<file path="config.mk">
export PLATFORM = sky130hd
export DESIGN_NAME = spatial_pattern_prefetch_issue_core
export DESIGN_NICKNAME = d
export VERILOG_FILES = /design/src/rtl/core/spp_pkg.sv /design/src/rtl/core/spp_ctrl.sv /design/src/rtl/core/spp_dp.sv /design/src/rtl/core/spatial_pattern_prefetch_issue_core.sv
export SDC_FILE = /design/constraint.sdc
export NUM_CORES = 1
export LEC_CHECK = 0
export ABC_AREA = 1
export BUFFER_PORTS_ARGS = -buffer_cell sky130_fd_sc_hd__clkbuf_2
export CORE_MARGIN = 1
export CORE_UTILIZATION = 45
export DETAILED_ROUTE_END_ITERATION = 12
export PLACE_DENSITY = 0.66
export SLEW_MARGIN = 5
export SYNTH_ARGS = -nofsm -noshare
export SYNTH_HDL_FRONTEND = slang
export SYNTH_SLANG_ARGS = --single-unit
</file>
<file path="constraint.sdc">
create_clock -name clk -period 5.35 [get_ports clk]
set_input_delay 0.2675 -clock clk [delete_from_list [all_inputs] [get_ports clk]]
set_output_delay 0.2675 -clock clk [all_outputs]
set_load 0.02 [all_outputs]
</file>
<file path="src/rtl/core/spp_pkg.sv">
package spp_pkg;

    localparam int PATTERN_BLOCKS = 64;
    localparam int OFS_W          = $clog2(PATTERN_BLOCKS);
    localparam int BLOCK_W        = 58;
    localparam int PATTERN_W      = 64;
    localparam int COUNT_W        = 6;

    typedef enum logic [1:0] {
        KIND_PREFETCH = 2'd0,
        KIND_ERASED   = 2'd1,
        KIND_LIMIT    = 2'd2,
        KIND_NO_ENTRY = 2'd3
    } kind_t;

    typedef enum logic [1:0] {
        S_IDLE,
        S_MISS,
        S_SCAN,
        S_FINISH
    } state_t;

    typedef struct packed {
        logic  load;
        logic  advance;
        logic  issue;
        logic  emit_status;
        kind_t status_kind;
    } cmd_t;

    typedef struct packed {
        logic found;
        logic hit;
        logic limit;
        logic at_end;
        logic out_free;
    } sts_t;

endpackage

</file>
<file path="src/rtl/core/spp_ctrl.sv">
module spp_ctrl (
    input  logic         clk,
    input  logic         rst_n,
    input  logic         in_valid,
    output logic         in_ready,
    input  spp_pkg::sts_t sts,
    output spp_pkg::cmd_t cmd
);
    import spp_pkg::*;

    state_t state_reg;
    state_t state_next;

    always_ff @(posedge clk or negedge rst_n)
    begin
        if (!rst_n)
        begin
            state_reg <= S_IDLE;
        end
        else
        begin
            state_reg <= state_next;
        end
    end

    always_comb
    begin
        state_next = state_reg;
        case (state_reg)
            S_IDLE:
            begin
                if (in_valid)
                begin
                    state_next = sts.found ? S_SCAN : S_MISS;
                end
            end
            S_MISS:
            begin
                if (sts.out_free)
                begin
                    state_next = S_IDLE;
                end
            end
            S_SCAN:
            begin
                if (sts.hit && sts.out_free && sts.limit)
                begin
                    state_next = S_IDLE;
                end
                else if ((!sts.hit || sts.out_free) && sts.at_end)
                begin
                    state_next = S_FINISH;
                end
            end
            S_FINISH:
            begin
                if (sts.out_free)
                begin
                    state_next = S_IDLE;
                end
            end
            default:
            begin
                state_next = S_IDLE;
            end
        endcase
    end

    always_comb
    begin
        in_ready            = 1'b0;
        cmd.load            = 1'b0;
        cmd.advance         = 1'b0;
        cmd.issue           = 1'b0;
        cmd.emit_status     = 1'b0;
        cmd.status_kind     = KIND_ERASED;
        case (state_reg)
            S_IDLE:
            begin
                in_ready = 1'b1;
                cmd.load = in_valid;
            end
            S_MISS:
            begin
                cmd.emit_status = sts.out_free;
                cmd.status_kind = KIND_NO_ENTRY;
            end
            S_SCAN:
            begin
                if (!sts.hit)
                begin
                    cmd.advance = 1'b1;
                end
                else if (sts.out_free)
                begin
                    if (sts.limit)
                    begin
                        cmd.emit_status = 1'b1;
                        cmd.status_kind = KIND_LIMIT;
                    end
                    else
                    begin
                        cmd.issue   = 1'b1;
                        cmd.advance = 1'b1;
                    end
                end
            end
            S_FINISH:
            begin
                cmd.emit_status = sts.out_free;
                cmd.status_kind = KIND_ERASED;
            end
            default:
            begin
                in_ready = 1'b0;
            end
        endcase
    end

    a_one_action: assert property (@(posedge clk) disable iff (!rst_n)
        !(cmd.issue && cmd.emit_status))
        else $error("issue and status in one cycle");

    a_back_to_idle: assert property (@(posedge clk) disable iff (!rst_n)
        cmd.emit_status |=> state_reg == S_IDLE)
        else $error("status did not end the run");

endmodule

</file>
<file path="src/rtl/core/spp_dp.sv">
module spp_dp (
    input  logic                              clk,
    input  logic                              rst_n,
    input  logic [spp_pkg::BLOCK_W-1:0]       block_number,
    input  logic [spp_pkg::PATTERN_W-1:0]     stored_pattern,
    input  logic                              entry_found,
    input  logic [spp_pkg::COUNT_W-1:0]       free_slots,
    input  spp_pkg::cmd_t                     cmd,
    output spp_pkg::sts_t                     sts,
    output logic                              out_valid,
    input  logic                              out_ready,
    output spp_pkg::kind_t                    kind,
    output logic [spp_pkg::BLOCK_W-1:0]       prefetch_block,
    output logic [spp_pkg::PATTERN_W-1:0]     remaining_pattern,
    output logic [spp_pkg::COUNT_W-1:0]       issued_count,
    output logic                              last
);
    import spp_pkg::*;

    localparam logic [OFS_W:0] PB_LIMIT = (OFS_W+1)'(PATTERN_BLOCKS);
    localparam logic [OFS_W-1:0] D_LAST = OFS_W'(PATTERN_BLOCKS - 1);

    logic [PATTERN_BLOCKS-1:0] pat_reg, pat_next;
    logic [BLOCK_W-1:0]        base_reg, base_next;
    logic [OFS_W-1:0]          ofs_reg, ofs_next;
    logic [OFS_W-1:0]          dist_reg, dist_next;
    logic                      side_reg, side_next;
    logic [COUNT_W-1:0]        slots_reg, slots_next;
    logic [COUNT_W-1:0]        issued_reg, issued_next;

    logic                      out_valid_reg, out_valid_next;
    kind_t                     kind_reg, kind_next;
    logic [BLOCK_W-1:0]        pblk_reg, pblk_next;
    logic [PATTERN_W-1:0]      rem_reg, rem_next;
    logic [COUNT_W-1:0]        cnt_reg, cnt_next;
    logic                      last_reg, last_next;

    logic [OFS_W:0]            up_sum;
    logic                      cand_ok;
    logic [OFS_W-1:0]          cand;
    logic [OFS_W-1:0]          ld_ofs;
    logic [PATTERN_BLOCKS-1:0] ld_pat;

    assign up_sum  = {1'b0, ofs_reg} + {1'b0, dist_reg};
    assign cand_ok = side_reg ? (dist_reg <= ofs_reg) : (up_sum < PB_LIMIT);
    assign cand    = side_reg ? (ofs_reg - dist_reg) : up_sum[OFS_W-1:0];

    assign ld_ofs = OFS_W'(block_number % PATTERN_BLOCKS);
    assign ld_pat = stored_pattern[PATTERN_BLOCKS-1:0]
                    & ~(PATTERN_BLOCKS'(1) << ld_ofs);

    always_comb
    begin
        sts.found    = entry_found;
        sts.hit      = cand_ok && pat_reg[cand];
        sts.limit    = issued_reg >= slots_reg;
        sts.at_end   = (dist_reg == D_LAST) && side_reg;
        sts.out_free = !out_valid_reg || out_ready;
    end

    always_comb
    begin
        pat_next    = pat_reg;
        base_next   = base_reg;
        ofs_next    = ofs_reg;
        dist_next   = dist_reg;
        side_next   = side_reg;
        slots_next  = slots_reg;
        issued_next = issued_reg;
        if (cmd.load)
        begin
            pat_next    = ld_pat;
            base_next   = BLOCK_W'((block_number / PATTERN_BLOCKS) * PATTERN_BLOCKS);
            ofs_next    = ld_ofs;
            dist_next   = OFS_W'(1);
            side_next   = 1'b0;
            slots_next  = free_slots;
            issued_next = '0;
        end
        else
        begin
            if (cmd.issue)
            begin
                pat_next    = pat_reg & ~(PATTERN_BLOCKS'(1) << cand);
                issued_next = issued_reg + COUNT_W'(1);
            end
            if (cmd.advance)
            begin
                side_next = !side_reg;
                if (side_reg)
                begin
                    dist_next = dist_reg + OFS_W'(1);
                end
            end
        end
    end

    always_comb
    begin
        out_valid_next = out_valid_reg && !out_ready;
        kind_next      = kind_reg;
        pblk_next      = pblk_reg;
        rem_next       = rem_reg;
        cnt_next       = cnt_reg;
        last_next      = last_reg;
        if (cmd.issue)
        begin
            out_valid_next = 1'b1;
            kind_next      = KIND_PREFETCH;
            pblk_next      = base_reg + BLOCK_W'(cand);
            rem_next       = '0;
            cnt_next       = issued_reg + COUNT_W'(1);
            last_next      = 1'b0;
        end
        else if (cmd.emit_status)
        begin
            out_valid_next = 1'b1;
            kind_next      = cmd.status_kind;
            pblk_next      = '0;
            if (cmd.status_kind == KIND_NO_ENTRY)
            begin
                rem_next = '0;
                cnt_next = '0;
            end
            else
            begin
                rem_next = PATTERN_W'(pat_reg);
                cnt_next = issued_reg;
            end
            last_next = 1'b1;
        end
    end

    always_ff @(posedge clk or negedge rst_n)
    begin
        if (!rst_n)
        begin
            out_valid_reg <= 1'b0;
            issued_reg    <= '0;
            slots_reg     <= '0;
        end
        else
        begin
            out_valid_reg <= out_valid_next;
            issued_reg    <= issued_next;
            slots_reg     <= slots_next;
        end
    end

    always_ff @(posedge clk)
    begin
        pat_reg  <= pat_next;
        base_reg <= base_next;
        ofs_reg  <= ofs_next;
        dist_reg <= dist_next;
        side_reg <= side_next;
        kind_reg <= kind_next;
        pblk_reg <= pblk_next;
        rem_reg  <= rem_next;
        cnt_reg  <= cnt_next;
        last_reg <= last_next;
    end

    assign out_valid         = out_valid_reg;
    assign kind              = kind_reg;
    assign prefetch_block    = pblk_reg;
    assign remaining_pattern = rem_reg;
    assign issued_count      = cnt_reg;
    assign last              = last_reg;

    a_issue_hit: assert property (@(posedge clk) disable iff (!rst_n)
        cmd.issue |-> sts.hit && !sts.limit)
        else $error("prefetch issued without a pending block or slot");

    a_free_out: assert property (@(posedge clk) disable iff (!rst_n)
        (cmd.issue || cmd.emit_status) |-> sts.out_free)
        else $error("result register overwritten");

    a_count_bound: assert property (@(posedge clk) disable iff (!rst_n)
        issued_reg <= slots_reg)
        else $error("issued count passed free slots");

    a_issue_count: assert property (@(posedge clk) disable iff (!rst_n)
        cmd.issue |=> issued_reg == $past(issued_reg) + COUNT_W'(1))
        else $error("issued count did not advance");

endmodule

</file>
<file path="src/rtl/core/spatial_pattern_prefetch_issue_core.sv">
// channel   direction  handshake             payload
// request   in         in_valid / in_ready   block_number, stored_pattern, entry_found, free_slots
// result    out        out_valid / out_ready kind, prefetch_block, remaining_pattern,
//                                            issued_count, last
//
// One request at a time: accept, then check each candidate offset (up to 126) in turn,
// then give the status result; a scan that meets a pending block with no free slot left
// ends with a limit status. A request with no entry gives only a no-entry status.
// A pending block waits while the result register is full and not taken.
// Reset clears the sequencer and the result valid; no clearing pass.
module spatial_pattern_prefetch_issue_core (
    input  logic                          clk,
    input  logic                          rst_n,
    input  logic                          in_valid,
    output logic                          in_ready,
    input  logic [spp_pkg::BLOCK_W-1:0]   block_number,
    input  logic [spp_pkg::PATTERN_W-1:0] stored_pattern,
    input  logic                          entry_found,
    input  logic [spp_pkg::COUNT_W-1:0]   free_slots,
    output logic                          out_valid,
    input  logic                          out_ready,
    output spp_pkg::kind_t                kind,
    output logic [spp_pkg::BLOCK_W-1:0]   prefetch_block,
    output logic [spp_pkg::PATTERN_W-1:0] remaining_pattern,
    output logic [spp_pkg::COUNT_W-1:0]   issued_count,
    output logic                          last
);
    import spp_pkg::*;

    cmd_t cmd;
    sts_t sts;

    spp_ctrl u_ctrl (
        .clk      (clk),
        .rst_n    (rst_n),
        .in_valid (in_valid),
        .in_ready (in_ready),
        .sts      (sts),
        .cmd      (cmd)
    );

    spp_dp u_dp (
        .clk               (clk),
        .rst_n             (rst_n),
        .block_number      (block_number),
        .stored_pattern    (stored_pattern),
        .entry_found       (entry_found),
        .free_slots        (free_slots),
        .cmd               (cmd),
        .sts               (sts),
        .out_valid         (out_valid),
        .out_ready         (out_ready),
        .kind              (kind),
        .prefetch_block    (prefetch_block),
        .remaining_pattern (remaining_pattern),
        .issued_count      (issued_count),
        .last              (last)
    );

endmodule
</file>
==> results of run 1 <==
report_power, final:
group | switching [W] | leakage [nW] | internal (W)
Clock | 0.000879 | 0.536 | 0.00142
Combinational | 0.00323 | 3.94 | 0.00135
Sequential | 0.000568 | 2.59 | 0.00353
worst max-delay path, cell delays in order (launching register included):
cell	delay, ps
dfxtp_1	450
ha_1	250
fa_1	420
or2_1	230
buf_4	200
nand2_2	350
o21ai_0	140
nand2_1	80
nand3_1	70
nand3_1	110
nand2_1	80
nand2_2	120
nand4_4	250
nand3_4	480
buf_12	350
final timing paths:
kind	start	end	slack, ps
min in group asynchronous	rst_n	u_dp.slots_reg[5]	160
worst min register to register	u_dp.remaining_pattern[23]	u_dp.remaining_pattern[23]	450
max in group asynchronous	rst_n	u_dp.issued_reg[2]	4900
worst min-delay path	out_ready	u_ctrl.state_reg[0]	20
worst max register to register	u_dp.dist_reg[0]	u_dp.prefetch_block[30]	1360
worst max-delay path	u_dp.dist_reg[0]	u_dp.prefetch_block[30]	1360
synth_stat cells, drive strengths merged, types with 4 or more instances:
cell,count
or2,15
xor2,6
ha,21
o21ai,235
mux2i,6
inv,175
o211ai,4
dfxtp,74
nor3,9
clkbuf,39
dfrtp,15
edfxtp,186
nand4,18
a21oi,16
buf,42
nand3,216
nor2,136
nand2,204
kinds of logic after synthesis:
logic type / share of synthesized area
buffers and inverters: 0.0837
multiplexers: 0.00461
adder cells (fa/ha/maj): 0.0217
AO/OA/AOI/OAI: 0.107
AND/OR/NAND/NOR: 0.206
flip-flops: 0.572
XOR/XNOR: 0.00586
final cells by class:
type,instances,area [um^2],area share
Sequential cell,275,7440,0.456
Multi-Input combinational cell,894,4510,0.277
Timing Repair Buffer,341,2100,0.129
Clock buffer,32,758,0.0465
Inverter,176,661,0.0405
Tap cell,378,473,0.0290
Clock inverter,24,360,0.0221
routing by layer:
metal	part of all wire	vias to the layer above	global-route usage	routed length, um
met5	0.00045	-	0	17
met4	0.037	2	0.0977	1410
met3	0.088	84	0.0467	3340
met2	0.45	538	0.401	17200
met1	0.42	5170	0.343	16200
li1	-	5396	-	-
stage by stage:
step / area [um^2] / hold WS [ps] / instances
finish: 16300 / 18.4 / 2120
global route: 16300 / 49.9 / 2120
CTS: 16300 / 8.81 / 2120
detailed placement: 14600 / 205 / 2003
global placement: 14600 / 209 / 2003
floorplan: 13000 / -28.1 / 1426
==> results by group, run 1 <==
Clock tree
  – Post-CTS Setup Bufs: 0
  – Total CTS buffers: 30
  – # hold bufs at CTS: 61
  – Maximum clock path buffer count: 3
  – Root buffer cell: clkbuf_16
  – Worst-path clk slew: 60 ps
  – Post-CTS sizing: 0
  – CTS tree: done
  – Clk_lat worst skew: 570 ps
  – CTS H-tree depth: 1
  – Clock sink count: 275

Global route
  – Vias in the first global route: 10.5k
  – Largest net degree at the start of global routing: 130
  – First-pass GRT wire length: 57400 um
  – Total GRT Usage: 0.253
  – Global route overflow: 0
  – Initial antenna violation count: 1

Critical path
  – R2R depth: 14
  – Critical Path RT: 5590 ps
  – Crit-path max FO: 55
  – Arr. time, crit path: 4230 ps
  – CP endpoint kind: flip-flop
  – Setup Crit Path Kind: flip-flop to flip-flop
  – Startpoint Class: flip-flop

STA
  – Worst setup margin: 1360 ps
  – Final Hold Fails: 0
  – Final number of setup-violating endpoints: 0
  – Max Slew Vio Count: 0
  – RSZ-0062 raised after global routing: false
  – Max transition margin: 0.206
  – Measured slew at the worst slew-check pin: 1190 ps
  – Fin crit share: 0.745
  – Fmax: 0.251 GHz
  – Clock skew: 8.65 ps
  – Crit path time final: 3990 ps
  – Setup tns final: 0 ps

Layout
  – Commonest non-fill, non-tap cells in the layout: clkbuf_2 (265), nand3_1 (214), nand2_1 (192)
  – Share of cells above drive strength 1: 0.223
  – Area grow syn2layout: 25.3%
  – # fillers: 2542
  – Post-layout util: 0.581
  – Ant. Diodes: 0
  – Commonest non-fill, non-tap cell in the layout: clkbuf_2
  – Nets: 1873

Route
  – Drt total wl: 38100 um
  – Vias: 11.2k
  – 1st-pass router iterations: 6
  – Routed Antenna Nets: 0
  – Drt drc: 0
  – Vias/cell: 5.28
  – DR iter-0 viols: 1180
  – DR WL/cell: 18.0 um

Logic synthesis
  – Yosys Warn Count: 0
  – Ys flop type: edfxtp_1
  – Synth top area share: 0.429
  – Post-synth EDFFs: 186
  – Syn Inst Count: 1426
  – Area of the mapped netlist: 0.0130 mm^2
  – Ranking of synthesized cells by area: edfxtp_1 (43%), dfxtp_1 (11%), nand3_1 (8.2%)
  – Post-synthesis sequential area ratio: 0.572
  – Cell variety after synth: 40
  – Yosys top cell by area: edfxtp_1
  – Post-synthesis register bit count: 275
  – Syn avg cell area: 9.13 um^2
  – Syn nets: 1581
  – Asr flop ratio synth: 0.0545

Power and ir drop
  – Design Power: 0.0110 W
  – VDD IR max: 0.326 mV
  – Static leakage: 7.07 nW
  – PD cells: 673 mW/mm^2

Floorplan
  – Die ar.: 0.0296 mm^2
  – Rows: 61
  – Initial Utilization: 0.463
  – Core Box Area: 0.0281 mm^2
  – Ports: 266
  – Die span in x: 172 um
  – Die Ht: 172 um

Placement
  – # port buffers: 265
  – Routability cong.: 0.925
  – Hpwl dp: 26600 um
  – Dpl ws: 1380 ps

Run
  – Max_cap viols: 0

Min path
  – Worst Hold Depth: 4
  – Hold crit path type: input pin to flip-flop

Status
  – Status: finished, final reports clean
No activity file was read; power rests on OpenSTA's default activity.
==> run 2, diff against run 1 <==
==> constraint.sdc (replaced) <==
create_clock -name clk -period 3.8 [get_ports clk]
set_input_delay 0.19 -clock clk [delete_from_list [all_inputs] [get_ports clk]]
set_output_delay 0.19 -clock clk [all_outputs]
set_load 0.02 [all_outputs]
==> run 2 against run 1 <==
Worst setup slack got worse by 980 ps. Die area did not move. Non-clock buffer count rose by 48. Core utilization rose by 1.3 points. Register-to-register slack got worse by 980 ps. Count of clock-buffer cells in the layout rose by 1. Largest power group unchanged.
==> results by group, run 2 (synthesized netlist as in run 1, its figures left out) <==
Status
  – Status: finished, final reports clean

Placement
  – Placed inst area: 0.0147 mm^2
  – # port buffers: 265
  – Hpwl dp: 27400 um
  – Routability cong.: 0.932

Critical path
  – Arr. time, crit path: 3860 ps
  – Setup Crit Path Kind: flip-flop to flip-flop
  – Crit-path max FO: 13
  – Startpoint Class: flip-flop
  – CP endpoint kind: flip-flop
  – Critical Path RT: 4240 ps

Layout
  – Post-Layout Inst Area: 0.0167 mm^2
  – Commonest non-fill, non-tap cells in the layout: clkbuf_2 (265), nand3_1 (214), nand2_1 (191)
  – Commonest non-fill, non-tap cell in the layout: clkbuf_2
  – Share of cells above drive strength 1: 0.219
  – Nets: 1920
  – Area grow syn2layout: 28.0%

STA
  – Final number of setup-violating endpoints: 0
  – Max transition margin: 0.248
  – Measured slew at the worst slew-check pin: 1130 ps
  – Setup tns final: 0 ps
  – Final Hold Fails: 0
  – Fin crit share: 0.899
  – RSZ-0062 raised after global routing: false
  – Crit path time final: 3420 ps
  – Max Slew Vio Count: 0
  – Clock skew: 14.5 ps
  – Fmax: 0.293 GHz

Route
  – DR WL/cell: 18.2 um
  – Vias: 11.4k
  – Vias/cell: 5.26
  – Drt drc: 0
  – Drt total wl: 39400 um
  – DR iter-0 viols: 1098
  – 1st-pass router iterations: 6
  – Routed Antenna Nets: 0

Global route
  – Largest net degree at the start of global routing: 81
  – Total GRT Usage: 0.265
  – First-pass GRT wire length: 60200 um
  – Vias in the first global route: 11.1k
  – Global route overflow: 0
  – Initial antenna violation count: 1

Clock tree
  – Root buffer cell: clkbuf_16
  – Worst-path clk slew: 60 ps
  – Total CTS buffers: 29
  – CTS tree: done
  – Clock sink count: 275
  – Maximum clock path buffer count: 3
  – Clk_lat worst skew: 570 ps
  – CTS H-tree depth: 1

Power and ir drop
  – Static leakage: 7.23 nW
  – VDD IR max: 0.457 mV
  – PD cells: 917 mW/mm^2

Floorplan
  – Die span in x: 172 um
  – Initial Utilization: 0.463
  – Core Box Area: 0.0281 mm^2
  – Die ar.: 0.0296 mm^2
  – Ports: 266
  – Rows: 61
  – Die Ht: 172 um

Run
  – Max_cap viols: 0

Min path
  – Hold crit path type: input pin to flip-flop
run 2: cell types whose count changed in the layout (fill, tap and decap cells not counted), moves of 2 or more:
cell / previous run / this run
buf_12: 4 / 7
buf_4: 11 / 19
bufinv_16: 8 / 4
clkinv_1: 3 / 8
clkinv_2: 7 / 4
dlygate4sd3_1: 61 / 98
nand2_4: 2 / 4
run 2: worst max-delay path, stage by stage, from the launching register on:
cell and delay [ps]:
dfxtp_1 440, ha_1 250, fa_1 410, or2_1 260, buf_4 200, o211ai_1 110, nand2_1 80, nand2_1 60
nand3_1 60, nand3_1 80, nand2_1 70, nand2_2 130, nand3_4 100, o21ai_0 260, nand2_1 80, nand3_1 90
nand2_1 60, dlygate4sd3_1 560
run 2: area by class of cell:
type	count	area, um^2
timing repair buffer	389	2590
clock inverter	20	216
sequential	275	7440
clock buffer	33	751
antenna	1	2.50
multi-input combinational	894	4520
inverter	176	661
fill	2452	11400
tap	378	473
run 2: metal layers:
metal  part of all wire  vias to the layer above  track usage
met3              0.087                       93       0.0542
met5                  0                        -            0
met4              0.038                        0        0.107
met2               0.46                      533        0.443
li1                   -                     5489            -
met1               0.41                     5269        0.335
run 2: power by group:
part | internal [W] | total [W] | switching (W)
clock network | 0.00169 | 0.00288 | 0.00118
logic | 0.00207 | 0.00672 | 0.00465
registers | 0.00496 | 0.00569 | 0.000730
total | 0.00872 | 0.0153 | 0.00656
run 2: worst paths after layout:
| check | start | end | slack (ps) | depth (start not counted) |
|---|---|---|---|---|
| worst max-delay path | u_dp.dist_reg[0] | u_ctrl.state_reg[0] | 380 | 17 |
| max in group asynchronous | rst_n | u_dp.issued_reg[4] | 3430 | 2 |
| worst max register to register | u_dp.dist_reg[0] | u_ctrl.state_reg[0] | 380 | 17 |
| min in group asynchronous | rst_n | u_dp.out_valid | 90 | 2 |
| worst min register to register | u_dp.remaining_pattern[46] | u_dp.remaining_pattern[46] | 450 | 2 |
| worst min-delay path | stored_pattern[20] | u_dp.pat_reg[20] | 20 | 3 |
run 2: timing repair:
item | 4_1_cts | 5_1_grt
setup endpoints to repair | 0 | 69
hold endpoints to repair | 111 | 0
hold buffers | 98 | 0
resized for setup | 0 | 3
buffers inserted | 0 | 0
run 2: through the flow:
step           instances  hold WS (ps)  setup slack (ps)   util  total power, W
3_3_place_gp        2014           131               358  0.523          0.0122
4_1_cts             2165        0.0922               240  0.593          0.0153
6_report            2166          15.8               384  0.593          0.0153
2_1_floorplan       1426          -106               335      -          0.0101
5_1_grt             2166          17.8              66.8  0.593          0.0163
3_5_place_dp        2014           131               267  0.523          0.0123
